[src/design/assert_macros.svh]
// Assertion helper macros used by the sequencer.
`ifndef ASSERT_MACROS_SVH
`define ASSERT_MACROS_SVH

// Check an implication on every clock edge outside reset.
`define CHK_IMPLY(label, clk, rst, pre, post, msg) \
  label: assert property (@(posedge clk) disable iff (rst) (pre) |-> (post)) \
    else $error(msg);

// Check an implication in the cycle after the condition.
`define CHK_NEXT(label, clk, rst, pre, post, msg) \
  label: assert property (@(posedge clk) disable iff (rst) (pre) |=> (post)) \
    else $error(msg);

`endif

[src/design/dldr_pkg.sv]
// ----------------------------------------------------------------------------
// dldr_pkg
// Shared constants, opcodes and types of the deadlock detect and resolve unit.
// ----------------------------------------------------------------------------
package dldr_pkg;

  localparam int NUM_THREADS   = 8;
  localparam int NUM_RESOURCES = 4;
  localparam int TW = (NUM_THREADS > 1) ? $clog2(NUM_THREADS) : 1;
  localparam int RW = (NUM_RESOURCES > 1) ? $clog2(NUM_RESOURCES) : 1;
  localparam int SUMW = 8 + RW + 1;
  localparam logic [9:0] WORK_MAX = 10'd1023;

  typedef enum logic [1:0] {
    OP_WR_FREE = 2'd0,
    OP_WR_HELD = 2'd1,
    OP_WR_NEED = 2'd2,
    OP_DETECT  = 2'd3
  } op_t;

  typedef enum logic [3:0] {
    ST_IDLE,
    ST_INIT,     // load work vector, scan for empty holders
    ST_SCAN,     // test one thread per cycle
    ST_ROUND,    // decide after a full pass
    ST_PICK,     // visit one thread per cycle, compare deadlocked ones
    ST_FREE,     // free victim, one resource per cycle
    ST_EMIT,
    ST_FINAL
  } state_t;

  // Shared unit commands from sequencer
  typedef struct packed {
    logic           init;
    logic           test;     // test thread sel for fit, release if fits
    logic           sum;      // compare held sum of thread sel with best
    logic           free;     // release victim resource
    logic [TW-1:0]  thr;
    logic [RW-1:0]  res;
  } dp_cmd_t;

  typedef struct packed {
    logic           fits;     // last test released thread
    logic [NUM_THREADS-1:0] unfinished;
    logic [TW-1:0]  victim;
  } dp_stat_t;

endpackage

[src/design/deadlock_detect_and_resolve_unit.sv]
// Deadlock detector and resolver for 8 threads over 4 resource types. Write
// beats (op 0..2) go straight into the tables. A detect beat runs rounds on
// one shared fit-test/add unit: each round loads the work vector and sweeps
// the thread table one thread per cycle until a pass finishes nobody (up to
// 9 passes). A deadlocked round then sums held counts one thread per cycle
// and frees the victim one resource per cycle before its result beat.
// ----------------------------------------------------------------------------
// deadlock_detect_and_resolve_unit
// Top level: sequencer plus table datapath.
// ----------------------------------------------------------------------------
module deadlock_detect_and_resolve_unit (
  input  logic       clk,
  input  logic       rst,
  input  logic       cfg_we,
  input  logic       cfg_wdata,
  input  logic       in_valid,
  output logic       in_ready,
  input  logic [1:0] op,
  input  logic [2:0] thread_sel,
  input  logic [1:0] resource_sel,
  input  logic [7:0] amount,
  output logic       out_valid,
  input  logic       out_ready,
  output logic       kind,
  output logic [2:0] victim,
  output logic [7:0] deadlocked_set,
  output logic       any_deadlock,
  output logic       last
);
  import dldr_pkg::*;

  logic      victim_policy;
  dp_cmd_t   cmd;
  dp_stat_t  stat;
  logic      wr_en;

  // Hold policy register
  always_ff @(posedge clk) begin
    if (rst) victim_policy <= 1'b0;
    else if (cfg_we) victim_policy <= cfg_wdata;
  end

  dldr_seq u_seq (
    .clk, .rst, .in_valid, .in_ready, .in_op(op_t'(op)), .stat, .cmd, .wr_en,
    .out_valid, .out_ready, .kind, .victim, .deadlocked_set, .any_deadlock, .last
  );

  dldr_datapath u_dp (
    .clk, .rst, .wr_en, .wr_op(op_t'(op)), .wr_thr(thread_sel), .wr_res(resource_sel),
    .wr_amt(amount), .policy(victim_policy), .cmd, .stat
  );

endmodule

[src/design/dldr_datapath.sv]
// ----------------------------------------------------------------------------
// dldr_datapath
// Tables, work vector and the shared compare/add unit of the detector.
// ----------------------------------------------------------------------------
module dldr_datapath (
  input  logic                   clk,
  input  logic                   rst,
  input  logic                   wr_en,
  input  dldr_pkg::op_t          wr_op,
  input  logic [2:0]             wr_thr,
  input  logic [1:0]             wr_res,
  input  logic [7:0]             wr_amt,
  input  logic                   policy,
  input  dldr_pkg::dp_cmd_t      cmd,
  output dldr_pkg::dp_stat_t     stat
);
  import dldr_pkg::*;

  logic [7:0] free_count   [NUM_RESOURCES];
  logic [7:0] held_count   [NUM_THREADS][NUM_RESOURCES];
  logic [7:0] needed_count [NUM_THREADS][NUM_RESOURCES];
  logic [9:0] work_vector  [NUM_RESOURCES];
  logic [NUM_THREADS-1:0] finished;
  logic            fits;
  logic [SUMW-1:0] best_sum;
  logic            have;
  logic [TW-1:0]   best;

  // Selected thread fit and sum, victim compare, empty holders, index checks
  logic            fit_c;
  logic            nothing [NUM_THREADS];
  logic [SUMW-1:0] sum_c;
  logic            better;
  logic            wr_thr_ok;
  logic            wr_res_ok;

  always_comb begin
    fit_c = 1'b1;
    sum_c = '0;
    for (int r = 0; r < NUM_RESOURCES; r++) begin
      if ({2'b00, needed_count[cmd.thr][r]} > work_vector[r]) fit_c = 1'b0;
      sum_c = sum_c + SUMW'(held_count[cmd.thr][r]);
    end
    for (int t = 0; t < NUM_THREADS; t++) begin
      nothing[t] = 1'b1;
      for (int r = 0; r < NUM_RESOURCES; r++)
        if (held_count[t][r] != 8'd0) nothing[t] = 1'b0;
    end
    better = !have || (policy ? (sum_c <= best_sum) : (sum_c >= best_sum));
    wr_thr_ok = ({29'd0, wr_thr} < 32'(NUM_THREADS));
    wr_res_ok = ({30'd0, wr_res} < 32'(NUM_RESOURCES));
  end

  // Tables: writes from input beats, victim release from sequencer
  always_ff @(posedge clk) begin
    if (rst) begin
      for (int r = 0; r < NUM_RESOURCES; r++) begin
        free_count[r] <= '0;
        for (int t = 0; t < NUM_THREADS; t++) begin
          held_count[t][r]   <= '0;
          needed_count[t][r] <= '0;
        end
      end
    end else if (wr_en) begin
      unique case (wr_op)
        OP_WR_FREE: if (wr_res_ok) free_count[wr_res[RW-1:0]] <= wr_amt;
        OP_WR_HELD:
          if (wr_thr_ok && wr_res_ok)
            held_count[wr_thr[TW-1:0]][wr_res[RW-1:0]] <= wr_amt;
        OP_WR_NEED:
          if (wr_thr_ok && wr_res_ok)
            needed_count[wr_thr[TW-1:0]][wr_res[RW-1:0]] <= wr_amt;
        default: ;
      endcase
    end else if (cmd.free) begin
      if ({1'b0, free_count[cmd.res]} + {1'b0, held_count[best][cmd.res]} > 9'd255)
        free_count[cmd.res] <= 8'd255;
      else
        free_count[cmd.res] <= free_count[cmd.res] + held_count[best][cmd.res];
      held_count[best][cmd.res]   <= '0;
      needed_count[best][cmd.res] <= '0;
    end
  end

  // Work vector, finished mask and victim search
  always_ff @(posedge clk) begin
    if (rst) begin
      fits <= 1'b0;
      have <= 1'b0;
      best <= '0;
    end else if (cmd.init) begin
      for (int r = 0; r < NUM_RESOURCES; r++) work_vector[r] <= {2'b00, free_count[r]};
      for (int t = 0; t < NUM_THREADS; t++) finished[t] <= nothing[t];
      fits <= 1'b0;
      have <= 1'b0;
    end else if (cmd.test) begin
      fits <= 1'b0;
      if (!finished[cmd.thr] && fit_c) begin
        for (int r = 0; r < NUM_RESOURCES; r++) begin
          if (work_vector[r] + {2'b00, held_count[cmd.thr][r]} > {1'b0, WORK_MAX})
            work_vector[r] <= WORK_MAX;
          else
            work_vector[r] <= work_vector[r] + {2'b00, held_count[cmd.thr][r]};
        end
        finished[cmd.thr] <= 1'b1;
        fits <= 1'b1;
      end
    end else if (cmd.sum) begin
      if (!finished[cmd.thr] && better) begin
        best     <= cmd.thr;
        best_sum <= sum_c;
        have     <= 1'b1;
      end
    end
  end

  assign stat.fits       = fits;
  assign stat.unfinished = ~finished;
  assign stat.victim     = best;

endmodule

[src/design/dldr_seq.sv]
// ----------------------------------------------------------------------------
// dldr_seq
// Sequencer: drives detection rounds, victim search and release, emits beats.
// ----------------------------------------------------------------------------
`include "assert_macros.svh"
module dldr_seq (
  input  logic                clk,
  input  logic                rst,
  input  logic                in_valid,
  output logic                in_ready,
  input  dldr_pkg::op_t       in_op,
  input  dldr_pkg::dp_stat_t  stat,
  output dldr_pkg::dp_cmd_t   cmd,
  output logic                wr_en,
  output logic                out_valid,
  input  logic                out_ready,
  output logic                kind,
  output logic [2:0]          victim,
  output logic [7:0]          deadlocked_set,
  output logic                any_deadlock,
  output logic                last
);
  import dldr_pkg::*;

  state_t state, state_next;
  logic [TW-1:0] idx, idx_next;
  logic [RW-1:0] ridx, ridx_next;
  logic progress, progress_next;
  logic any, any_next;
  logic [NUM_THREADS-1:0] dead, dead_next;

  // State registers
  always_ff @(posedge clk) begin
    if (rst) begin
      state <= ST_IDLE;
      idx <= '0;
      ridx <= '0;
      progress <= 1'b0;
      any <= 1'b0;
      dead <= '0;
    end else begin
      state <= state_next;
      idx <= idx_next;
      ridx <= ridx_next;
      progress <= progress_next;
      any <= any_next;
      dead <= dead_next;
    end
  end

  // Next state and commands
  always_comb begin
    state_next = state;
    idx_next = idx;
    ridx_next = ridx;
    progress_next = progress;
    any_next = any;
    dead_next = dead;
    cmd = '0;
    cmd.thr = idx;
    cmd.res = ridx;
    in_ready = 1'b0;
    wr_en = 1'b0;
    out_valid = 1'b0;
    kind = 1'b0;
    victim = '0;
    deadlocked_set = '0;
    any_deadlock = any;
    last = 1'b0;
    unique case (state)
      ST_IDLE: begin
        in_ready = 1'b1;
        if (in_valid) begin
          if (in_op == OP_DETECT) begin
            any_next = 1'b0;
            state_next = ST_INIT;
          end else begin
            wr_en = 1'b1;
          end
        end
      end
      ST_INIT: begin
        cmd.init = 1'b1;
        idx_next = '0;
        progress_next = 1'b0;
        state_next = ST_SCAN;
      end
      ST_SCAN: begin
        // stat.fits reflects the thread tested last cycle; at the start of a
        // pass it belongs to the previous pass and was already counted
        cmd.test = 1'b1;
        if (32'(idx) == NUM_THREADS - 1) begin
          state_next = ST_ROUND;
        end
        idx_next = (32'(idx) == NUM_THREADS - 1) ? '0 : idx + 1'b1;
        if (stat.fits && idx != '0) progress_next = 1'b1;
      end
      ST_ROUND: begin
        // Rescan while any thread finished during the pass
        if (progress || stat.fits) begin
          progress_next = 1'b0;
          idx_next = '0;
          state_next = ST_SCAN;
        end else if (stat.unfinished == '0) begin
          state_next = ST_FINAL;
        end else begin
          dead_next = stat.unfinished;
          idx_next = '0;
          state_next = ST_PICK;
        end
      end
      ST_PICK: begin
        cmd.sum = 1'b1;
        idx_next = idx + 1'b1;
        if (32'(idx) == NUM_THREADS - 1) begin
          ridx_next = '0;
          state_next = ST_FREE;
        end
      end
      ST_FREE: begin
        cmd.free = 1'b1;
        ridx_next = ridx + 1'b1;
        if (32'(ridx) == NUM_RESOURCES - 1) state_next = ST_EMIT;
      end
      ST_EMIT: begin
        out_valid = 1'b1;
        victim = 3'(stat.victim);
        deadlocked_set = 8'(dead);
        any_deadlock = 1'b1;
        if (out_ready) begin
          any_next = 1'b1;
          state_next = ST_INIT;
        end
      end
      ST_FINAL: begin
        out_valid = 1'b1;
        kind = 1'b1;
        last = 1'b1;
        if (out_ready) state_next = ST_IDLE;
      end
      default: state_next = ST_IDLE;
    endcase
  end

  `CHK_IMPLY(a_ready_idle, clk, rst, in_ready, state == ST_IDLE, "ready outside idle")
  `CHK_IMPLY(a_last_kind, clk, rst, out_valid, last == kind, "last and kind differ")
  `CHK_NEXT(a_emit_any, clk, rst, out_valid && out_ready && !last, any, "victim not recorded")

endmodule

[config.mk]
export PLATFORM = sky130hd
export DESIGN_NAME = deadlock_detect_and_resolve_unit
export DESIGN_NICKNAME = d
export VERILOG_FILES = /design/src/design/dldr_pkg.sv /design/src/design/deadlock_detect_and_resolve_unit.sv /design/src/design/dldr_datapath.sv /design/src/design/dldr_seq.sv
export VERILOG_INCLUDE_DIRS = /design/src /design/src/design
export SDC_FILE = /design/constraint.sdc
export NUM_CORES = 1
export LEC_CHECK = 0
export BUFFER_PORTS_ARGS = -buffer_cell sky130_fd_sc_hd__buf_4
export CAP_MARGIN = 20
export CORE_MARGIN = 4
export CORE_UTILIZATION = 55
export DETAILED_ROUTE_END_ITERATION = 10
export PLACE_DENSITY_LB_ADDON = 0.12
export RECOVER_POWER = 100
export SLEW_MARGIN = 20
export SYNTH_ARGS = -nofsm -noshare
export SYNTH_HDL_FRONTEND = slang
export SYNTH_SLANG_ARGS = --single-unit
[constraint.sdc]
create_clock -name clk -period 9.3 [get_ports clk]
set_input_delay 1.86 -clock clk [delete_from_list [all_inputs] [get_ports clk]]
set_output_delay 1.86 -clock clk [all_outputs]
set_load 0.01 [all_outputs]
==> metrics.cfg <==
[job]
max_cap_viol_count = 18

[detailed_routing]
vias = 23100
met3_length_mm = 10.9
routed.top_layer = met5
route.met2.wl_mm = 46.1
drt-pass1-iter-count = 6
ant_nets = 0
wl_per_cell_um = 29.0
avgViaCountPerCell = 6.61
drc = 0
routed_wl_mm = 101
drtIter0Drc = 2902
met1_length_mm = 39.4

[power_and_ir_drop]
ir_drop_mv = 0.167
swShare = 0.309
leakage_nw = 13.3
p_comb_frac = 0.262
p_int_w = 0.00594
p_seq_frac = 0.410
power_density_nw_per_um2 = 230
clkPwrFrac = 0.328
total_power_w = 0.00859
p_switching_w = 0.00265

[sta]
setup_viol = 0
min_period_ns = 8.02
setup_ws_ns = 1.28
fmax_ghz = 0.125
hold_violations = 0
skew_ns = 0.0206
rsz0062_at_grt = no
slew_violations = 710
slew_headroom = -2.16
tns_ns = 0
worst_slew_pin_slew_ns = 4.75
period_share = 0.862

[synth]
synth_top_area_frac = 0.527
synth_edf_count = 602
syn_inst = 2605
synth_area_leaders = edfxtp_1, mux4_2, nor2_1
synth_ff_type = edfxtp_1
synth_nets = 2746
yosys.area.top_type = edfxtp_1
synthArstFlopShare = 0
synth_seq_area_share = 0.546
syn_area_per_cell_um2 = 13.2
syn_area_um2 = 34300
ys_ff_latch = 634
ys_types = 70
ys_warn_count = 0

[global_routing]
grt_overflow_total = 0
grt_pass1_vias = 22700
grt_start_max_net_pins = 65
grt_usage = 0.304
grt_pass1_wl_mm = 149
antenna_found_initial = 4

[worst_setup_path]
crit_slowest_cell = dfxtp_1
path_buf_inv = 3
start_kind = flip-flop
critPathRequiredTime_ns = 9.53
slowest_delay_ns = 1.36
critPathKind = flip-flop to flip-flop
worst-path-max-fanout = 41
crit_family = adder cells
cp_data_arrival_time_ns = 8.26
worstSetupEndpointType = flip-flop
crit_chain = buf_4, mux4_2, mux2_1, ha_1, inv_1, fa_1, inv_1, fa_1, ha_1, fa_1, a21o_1, a21oi_1, o21bai_1, a21oi_1, o21ai_0, ha_1, nand3_1, o31ai_1, nor3_1, mux2_1, nor4_4

[clocking]
cts_resized = 0
cts_buffers = 71
clockBufferDepth = 3
post_cts_buffers = 0
cts_tree = built
cts_num_sinks = 634
cts.clk_slew.worst_paths_ns = 0.06
insertion_delay_ns = 0.62
root_buffer = clkbuf_16
htreeDepth = 3
cts_hold_buf = 0

[place]
portBuffers = 36
hpwl_mm = 72.3
pre_cts_slack_ns = 1.84
gp_routability_congestion = 0.973

[floorplanning]
placementRows = 91
die_width_um = 258
start_util = 0.555
dieHeight_um = 258
die-area_um2 = 66400
core_area_um2 = 61700
io_pins = 37

[layout]
regArea_um2 = 18700
areaGrowthSynthToFinish_pct = 8.72
num-fill-cells = 4895
nNetsFinal = 2739
drive_gt1_frac = 0.181
multi_input_area_um2 = 14500

[outcome]
violations = max-capacitance violations, max-slew violations
outcome = finished, violations left

[worst_hold_path]
hp-class = flip-flop to flip-flop

==> cells in the final DEF (no fill, tap or decap), drive strengths merged, types with 6 or more instances in the layout <==
cell type / Yosys / layout
or3: 9 / 9
and3: 7 / 7
a21o: 23 / 23
mux2: 90 / 90
a31oi: 6 / 6
clkinv: 2 / 22
bufinv: 0 / 6
o21a: 15 / 15
edfxtp: 602 / 602
xnor2: 16 / 16
nand2: 139 / 139
mux4: 218 / 218
xor2: 14 / 14
clkbuf: 103 / 114
nor4: 68 / 68
a211oi: 28 / 28
o21bai: 15 / 15
ha: 105 / 105
mux2i: 11 / 11
fa: 15 / 15
o21ai: 56 / 56
nor2b: 12 / 12
buf: 42 / 45
nand2b: 83 / 83
nand4: 25 / 25
nand3b: 8 / 8
nand3: 22 / 22
inv: 73 / 77
o22ai: 6 / 6
a211o: 10 / 10
dfxtp: 32 / 32
a21oi: 59 / 59
a22oi: 8 / 8
nor3: 26 / 26
nor2: 592 / 592
and2: 12 / 12
==> cells by family (layout without fill, tap and decap cells) <==
family / after synthesis / in the layout / share of synthesized area
xor+xnor: 30 / 30 / 0.00767
flops: 634 / 634 / 0.546
compound gates: 261 / 261 / 0.0550
other cells: 0 / 1 / 0
buf+inv: 220 / 268 / 0.0260
simple gates: 1021 / 1021 / 0.139
mux: 319 / 319 / 0.180
fa+ha+maj: 120 / 120 / 0.0471
==> area by class of cell <==
class	instances	area share
sequential	634	0.503
multi-input combinational	1751	0.388
clock buffer	94	0.0520
tap	837	0.0281
timing repair buffer	65	0.0114
clock inverter	34	0.0102
inverter	75	0.00755
antenna	1	0.0000671
==> registers in the layout, indices dropped and copies added, names as in the netlist, 3 cells and up, named ones only <==
register and flops:
u_dp.best 3, u_dp.held_count 256, u_dp.finished 8, u_dp.needed_count 256, u_dp.best_sum 10, u_seq.state 3
u_dp.free_count 32, u_seq.dead 8, u_dp.work_vector 40, u_seq.idx 3
==> worst reg2reg max path, cell delays in order (launching register included) <==
cell      delay, ns
dfxtp_1        1.36
buf_4          0.69
mux4_2         0.42
mux2_1         0.35
ha_1           0.23
inv_1          0.07
fa_1           0.46
inv_1          0.12
fa_1           0.40
ha_1           0.24
fa_1           0.42
a21o_1         0.18
a21oi_1        0.22
o21bai_1       0.09
a21oi_1        0.21
o21ai_0        0.18
ha_1           0.34
nand3_1        0.12
o31ai_1        0.40
nor3_1         0.10
mux2_1         0.41
nor4_4         0.63
==> power by group through the flow <==
stage	Combinational (W)	Sequential [W]	Clock, W
after floorplan	0.00170	0.00344	0
after global placement	0.00220	0.00357	0
after detailed placement	0.00224	0.00358	0
after CTS	0.00225	0.00352	0.00285
after global routing	0.00245	0.00354	0.00296
final	0.00225	0.00352	0.00282
==> synth_stat cells (all sizes together), types with 6 or more instances <==
cell / count
a211o: 10
a211oi: 28
a21o: 23
a21oi: 59
a22oi: 8
a31oi: 6
and2: 12
and3: 7
buf: 42
clkbuf: 103
dfxtp: 32
edfxtp: 602
fa: 15
ha: 105
inv: 73
mux2: 90
mux2i: 11
mux4: 218
nand2: 139
nand2b: 83
nand3: 22
nand3b: 8
nand4: 25
nor2: 592
nor2b: 12
nor3: 26
nor4: 68
o21a: 15
o21ai: 56
o21bai: 15
o22ai: 6
or3: 9
xnor2: 16
xor2: 14
==> worst paths after layout <==
check                           slack, ns          start          endpoint  cells past startpoint
worst max register to register       1.28      flip-flop  u_dp.best_sum[9]                     21
worst max-delay path                 1.28      flip-flop  u_dp.best_sum[9]                     21
worst min-delay path                 0.50  u_seq.dead[1]     u_seq.dead[1]                      2
worst min register to register       0.50  u_seq.dead[1]     u_seq.dead[1]                      2
==> routing by layer <==
layer	vias to the layer above	track usage
li1	9853	-
met1	11700	0.426
met2	1313	0.469
met3	252	0.0679
met4	6	0.121
met5	-	0
==> stage by stage <==
step	hold WS (ns)	util	cells	cell area, um^2
floorplan	0.441	-	2605	34300
global placement	0.487	0.571	3361	35300
detailed placement	0.488	0.571	3361	35300
CTS	0.496	0.609	3489	37600
global route	0.523	0.604	3490	37300
finish	0.497	0.604	3491	37300
(Power assumes the default switching activity.)
